===== src/design/slbs_pkg.sv =====
// Shared constants and control/status types for the lower-bound search block.
package slbs_pkg;

    localparam int FIELD_W     = 32;   // width of value and key ports
    localparam int ENTRY_IDX_W = 10;   // width of the write index port
    localparam int POS_W       = 11;   // width of range bounds and position
    localparam int CMP_W       = 18;   // holds any index and the largest depth

    localparam int DEF_TABLE_DEPTH = 1024;
    localparam int DEF_VALUE_WIDTH = 32;

    localparam logic CMD_WRITE  = 1'b0;
    localparam logic CMD_SEARCH = 1'b1;

    // controller -> datapath
    typedef struct packed {
        logic wr;      // write table entry from the ports
        logic load;    // capture range and key of a search word
        logic walk;    // narrow the range, issue next table read
        logic probe;   // read data belongs to a midpoint probe
        logic last;    // read data belongs to the final single-entry check
    } ctrl_t;

    // datapath -> controller
    typedef struct packed {
        logic empty;   // candidate range holds no entry
        logic many;    // candidate range holds two or more entries
    } stat_t;

endpackage


===== src/design/slbs_ctrl.sv =====
// Controller state machine for the lower-bound search block.
module slbs_ctrl (
    input  logic                clk,
    input  logic                rst_n,
    input  logic                start,
    input  logic                command,
    input  slbs_pkg::stat_t     stat,
    output slbs_pkg::ctrl_t     ctrl,
    output logic                busy,
    output logic                done
);

    typedef enum logic [1:0] {
        S_IDLE,
        S_WALK,
        S_PROBE,
        S_LAST
    } state_t;

    state_t state_reg;
    logic   busy_reg;
    logic   done_reg;
    logic   accept;

    assign accept = start && !busy_reg;

    always_comb
    begin
        ctrl.wr    = accept && (command == slbs_pkg::CMD_WRITE);
        ctrl.load  = accept && (command == slbs_pkg::CMD_SEARCH);
        ctrl.walk  = (state_reg == S_WALK) || (state_reg == S_PROBE);
        ctrl.probe = (state_reg == S_PROBE);
        ctrl.last  = (state_reg == S_LAST);
    end

    always_ff @(posedge clk or negedge rst_n)
    begin
        if (!rst_n)
        begin
            state_reg <= S_IDLE;
            busy_reg  <= 1'b0;
            done_reg  <= 1'b0;
        end
        else
        begin
            done_reg <= 1'b0;
            case (state_reg)
                S_IDLE:
                begin
                    if (ctrl.load)
                    begin
                        state_reg <= S_WALK;
                        busy_reg  <= 1'b1;
                    end
                end
                S_WALK, S_PROBE:
                begin
                    if (stat.empty)
                    begin
                        state_reg <= S_IDLE;
                        busy_reg  <= 1'b0;
                        done_reg  <= 1'b1;
                    end
                    else if (stat.many)
                    begin
                        state_reg <= S_PROBE;
                    end
                    else
                    begin
                        state_reg <= S_LAST;
                    end
                end
                S_LAST:
                begin
                    state_reg <= S_IDLE;
                    busy_reg  <= 1'b0;
                    done_reg  <= 1'b1;
                end
                default:
                begin
                    state_reg <= S_IDLE;
                    busy_reg  <= 1'b0;
                end
            endcase
        end
    end

    assign busy = busy_reg;
    assign done = done_reg;

    a_done_idle: assert property (@(posedge clk) disable iff (!rst_n)
        done_reg |-> !busy_reg && (state_reg == S_IDLE))
        else $error("result strobe while search still running");

    a_search_busy: assert property (@(posedge clk) disable iff (!rst_n)
        ctrl.load |=> busy_reg && (state_reg == S_WALK))
        else $error("accepted search did not start");

    a_write_quiet: assert property (@(posedge clk) disable iff (!rst_n)
        ctrl.wr |=> !busy_reg && !done_reg)
        else $error("write word caused activity");

    a_busy_match: assert property (@(posedge clk) disable iff (!rst_n)
        busy_reg == (state_reg != S_IDLE))
        else $error("busy out of step with state");

endmodule


===== config.mk =====
export PLATFORM = sky130hd
export DESIGN_NAME = slbs_ctrl
export DESIGN_NICKNAME = d
export VERILOG_FILES = /design/src/design/slbs_pkg.sv /design/src/design/slbs_ctrl.sv
export SDC_FILE = /design/constraint.sdc
export NUM_CORES = 1
export LEC_CHECK = 0
export ABC_CLOCK_PERIOD_IN_PS = 2000
export BUFFER_PORTS_ARGS = -buffer_cell sky130_fd_sc_hd__buf_2
export CAP_MARGIN = 15
export CORE_AREA = 2 2 39 41
export DETAILED_ROUTE_END_ITERATION = 12
export DIE_AREA = 0 0 41 43
export REMOVE_ABC_BUFFERS = 1
export SYNTH_ARGS = -nofsm -noshare
export SYNTH_HDL_FRONTEND = slang
export SYNTH_SLANG_ARGS = --single-unit

===== constraint.sdc =====
create_clock -name clk -period 2 [get_ports clk]
set_input_delay 0.4 -clock clk [delete_from_list [all_inputs] [get_ports clk]]
set_output_delay 0.4 -clock clk [all_outputs]
set_load 0.01 [all_outputs]

==> flow_summary.ini <==
[cts]
htree_levels = 1
cts_sinks = 4
ctsHoldBuffers = 1
ctsResizeCount = 0
post_cts_buffers = 0
insertion_delay_ns = 0.23
cts_buffers = 3
cts_buffer_depth = 2
path_clk_slew_ns = 0.04
tritoncts = yes
clockRootBuffer = clkbuf_4

[placement]
port_buffers = 12
gp_congestion = 0.741

[power]
seqPwrFrac_pct = 25.1
switchingPower_mw = 0.231
powerDensity_mw_per_mm2 = 1540
p_total_mw = 0.565
power.share.combinational_pct = 56.7
switching_share_pct = 40.9
pwr-share-clk_pct = 18.3
p_int_mw = 0.334
p_leak_nw = 0.209
irDropWorstVdd_mv = 0.597

[critical_path]
cp.arrival_ns = 1.20
max_stage_delay_ns = 0.36
path_class = flip-flop to primary output
cp_slowest_cell = ha_1
path_delay_family = adder cells
cp-end-kind = primary output
required_ns = 1.60
crit_buf_inv = 2
cp-start-kind = flip-flop
crit_fanout = 5
path_cells = inv_1 -> ha_1 -> buf_2

[sta]
setup_tns_ns = 0
period_share_pct = 79.8
rsz0062_at_grt = false
relSlewSlack_pct = 88.1
hold_violations = 0
worst-slew-pin-transition_ns = 0.178
fmax_mhz = 627
drv_slew = 0
finalWorstPathRequiredPeriod_ns = 1.60
setup_violations = 0
fin_worst_skew_ns = 0.00331

[detailed_routing]
ant_nets = 0
dr.pass1.iters = 4
drc = 0
wire_per_inst_um = 9.53
wl_um = 524
drtIter0Drc = 4
viasPerCell = 3.85
vias = 212

[synthesis]
synth_area_leaders = dfrtp_1 (39%), ha_1 (20%), mux2i_1 (7.8%)
synth_seq_area_share_pct = 39.2
synth.distinct_cells = 12
avgSynthCellArea_sq_um = 11.1
synth_top_area_share_pct = 39.2
synth_area_sq_um = 255
yosys.area.top_type = dfrtp_1
yosysWarnings = 0
synthCells = 23
ys_ff_latch = 4

[final_layout]
diodes = 0
largest_reg_flops = 2
syn_to_final_growth_pct = 44.1
fin_nets = 51
fill_cells = 152
final_common_cell = buf_2
layout-drive-gt1-share_pct = 43.6
layout_common_cells = buf_2 (12), ha_1 (4), dfrtp_1 (4)

[grt]
antenna_found_initial = 0
grt_pass1_wl_um = 862
track_usage_pct = 7.87
grt-ovfl-total = 0
grt_pass1_vias = 222
grt_max_degree = 6

[min_path]
hp-class = input port to flip-flop

[run]
maxCapViolCount = 0

[floorplan]
initial_core_util_pct = 18.4
core_sq_mm = 0.00138
die_x_um = 41
dieHeight_um = 43
row_count = 14
dieArea_sq_mm = 0.00176
num_io_pins = 13

[run_status]
status = finished clean
-- metrics by stage --
| stage | utilization (%) | instance area (sq um) | instances | hold WS, ns | worst slack, ns |
|---|---|---|---|---|---|
| global route | 26.6 | 368 | 55 | 0.499 | 0.314 |
| floorplan | - | 255 | 23 | 0.104 | 0.590 |
| global placement | 24.2 | 335 | 51 | 0.210 | 0.586 |
| CTS | 26.6 | 368 | 55 | 0.457 | 0.380 |
| detailed placement | 24.2 | 335 | 51 | 0.213 | 0.567 |
| finish | 26.6 | 368 | 55 | 0.462 | 0.405 |
-- power groups by stage --
stage / sequential, mW / combinational [mW] / clock, mW
6_report: 0.142 / 0.320 / 0.103
2_1_floorplan: 0.148 / 0.225 / 0
4_1_cts: 0.143 / 0.324 / 0.106
3_3_place_gp: 0.144 / 0.312 / 0
3_5_place_dp: 0.142 / 0.323 / 0
5_1_grt: 0.149 / 0.363 / 0.113
-- Yosys cell counts --
library cell / number
mux2i_1: 2
nor2_1: 3
ha_1: 4
a32o_1: 1
and3b_1: 1
nor3b_1: 1
inv_1: 2
a21oi_1: 2
nand2b_2: 1
dfrtp_1: 4
nand2b_4: 1
or2b_1: 1
-- worst min-delay path, stage by stage --
cell	delay [ns]
buf_2	0.09
a21oi_1	0.07
nor2_1	0.09
-- cell families (layout without fill, tap and decap cells) --
group | count (synthesis) | in the layout | share of synthesized area, %
and+or+nand+nor | 8 | 8 | 22.6
adders and majority gates | 4 | 4 | 19.6
DFF | 4 | 4 | 39.2
AOI/OAI and AO/OA | 3 | 3 | 7.84
muxes | 2 | 2 | 7.84
buffers and inverters | 2 | 18 | 2.94
-- final timing paths --
path | startpoint | end | slack [ns] | cells past startpoint
max in group asynchronous | rst_n | busy$_DFFE_PN0P_ | 1.37 | 2
min in group asynchronous | rst_n | state_reg[0]$_DFFE_PN0P_ | 0.50 | 2
min | stat[1] | done$_DFF_PN0_ | 0.46 | 3
max reg2reg | state_reg[0]$_DFFE_PN0P_ | busy$_DFFE_PN0P_ | 0.56 | 5
max | state_reg[0]$_DFFE_PN0P_ | ctrl[2] | 0.40 | 3
min reg2reg | busy$_DFFE_PN0P_ | busy$_DFFE_PN0P_ | 0.54 | 1
-- final cells by class --
type                            instances  area [sq um]  share of cell area [%]
Sequential cell                         4           100                    27.2
Clock buffer                            3          22.5                    6.12
Tap cell                               16          20.0                    5.44
Multi-Input combinational cell         17           148                    40.1
Timing Repair Buffer                   13          70.1                    19.0
Inverter                                2          7.51                    2.04
-- per-layer routing --
metal	up-vias	track usage, %	wire, um
li1	109	-	-
met1	92	9.15	256
met2	11	10.0	229
met3	0	3.14	39
met4	0	8.00	0
met5	-	0	0
No activity file was read; power rests on OpenSTA's default activity.
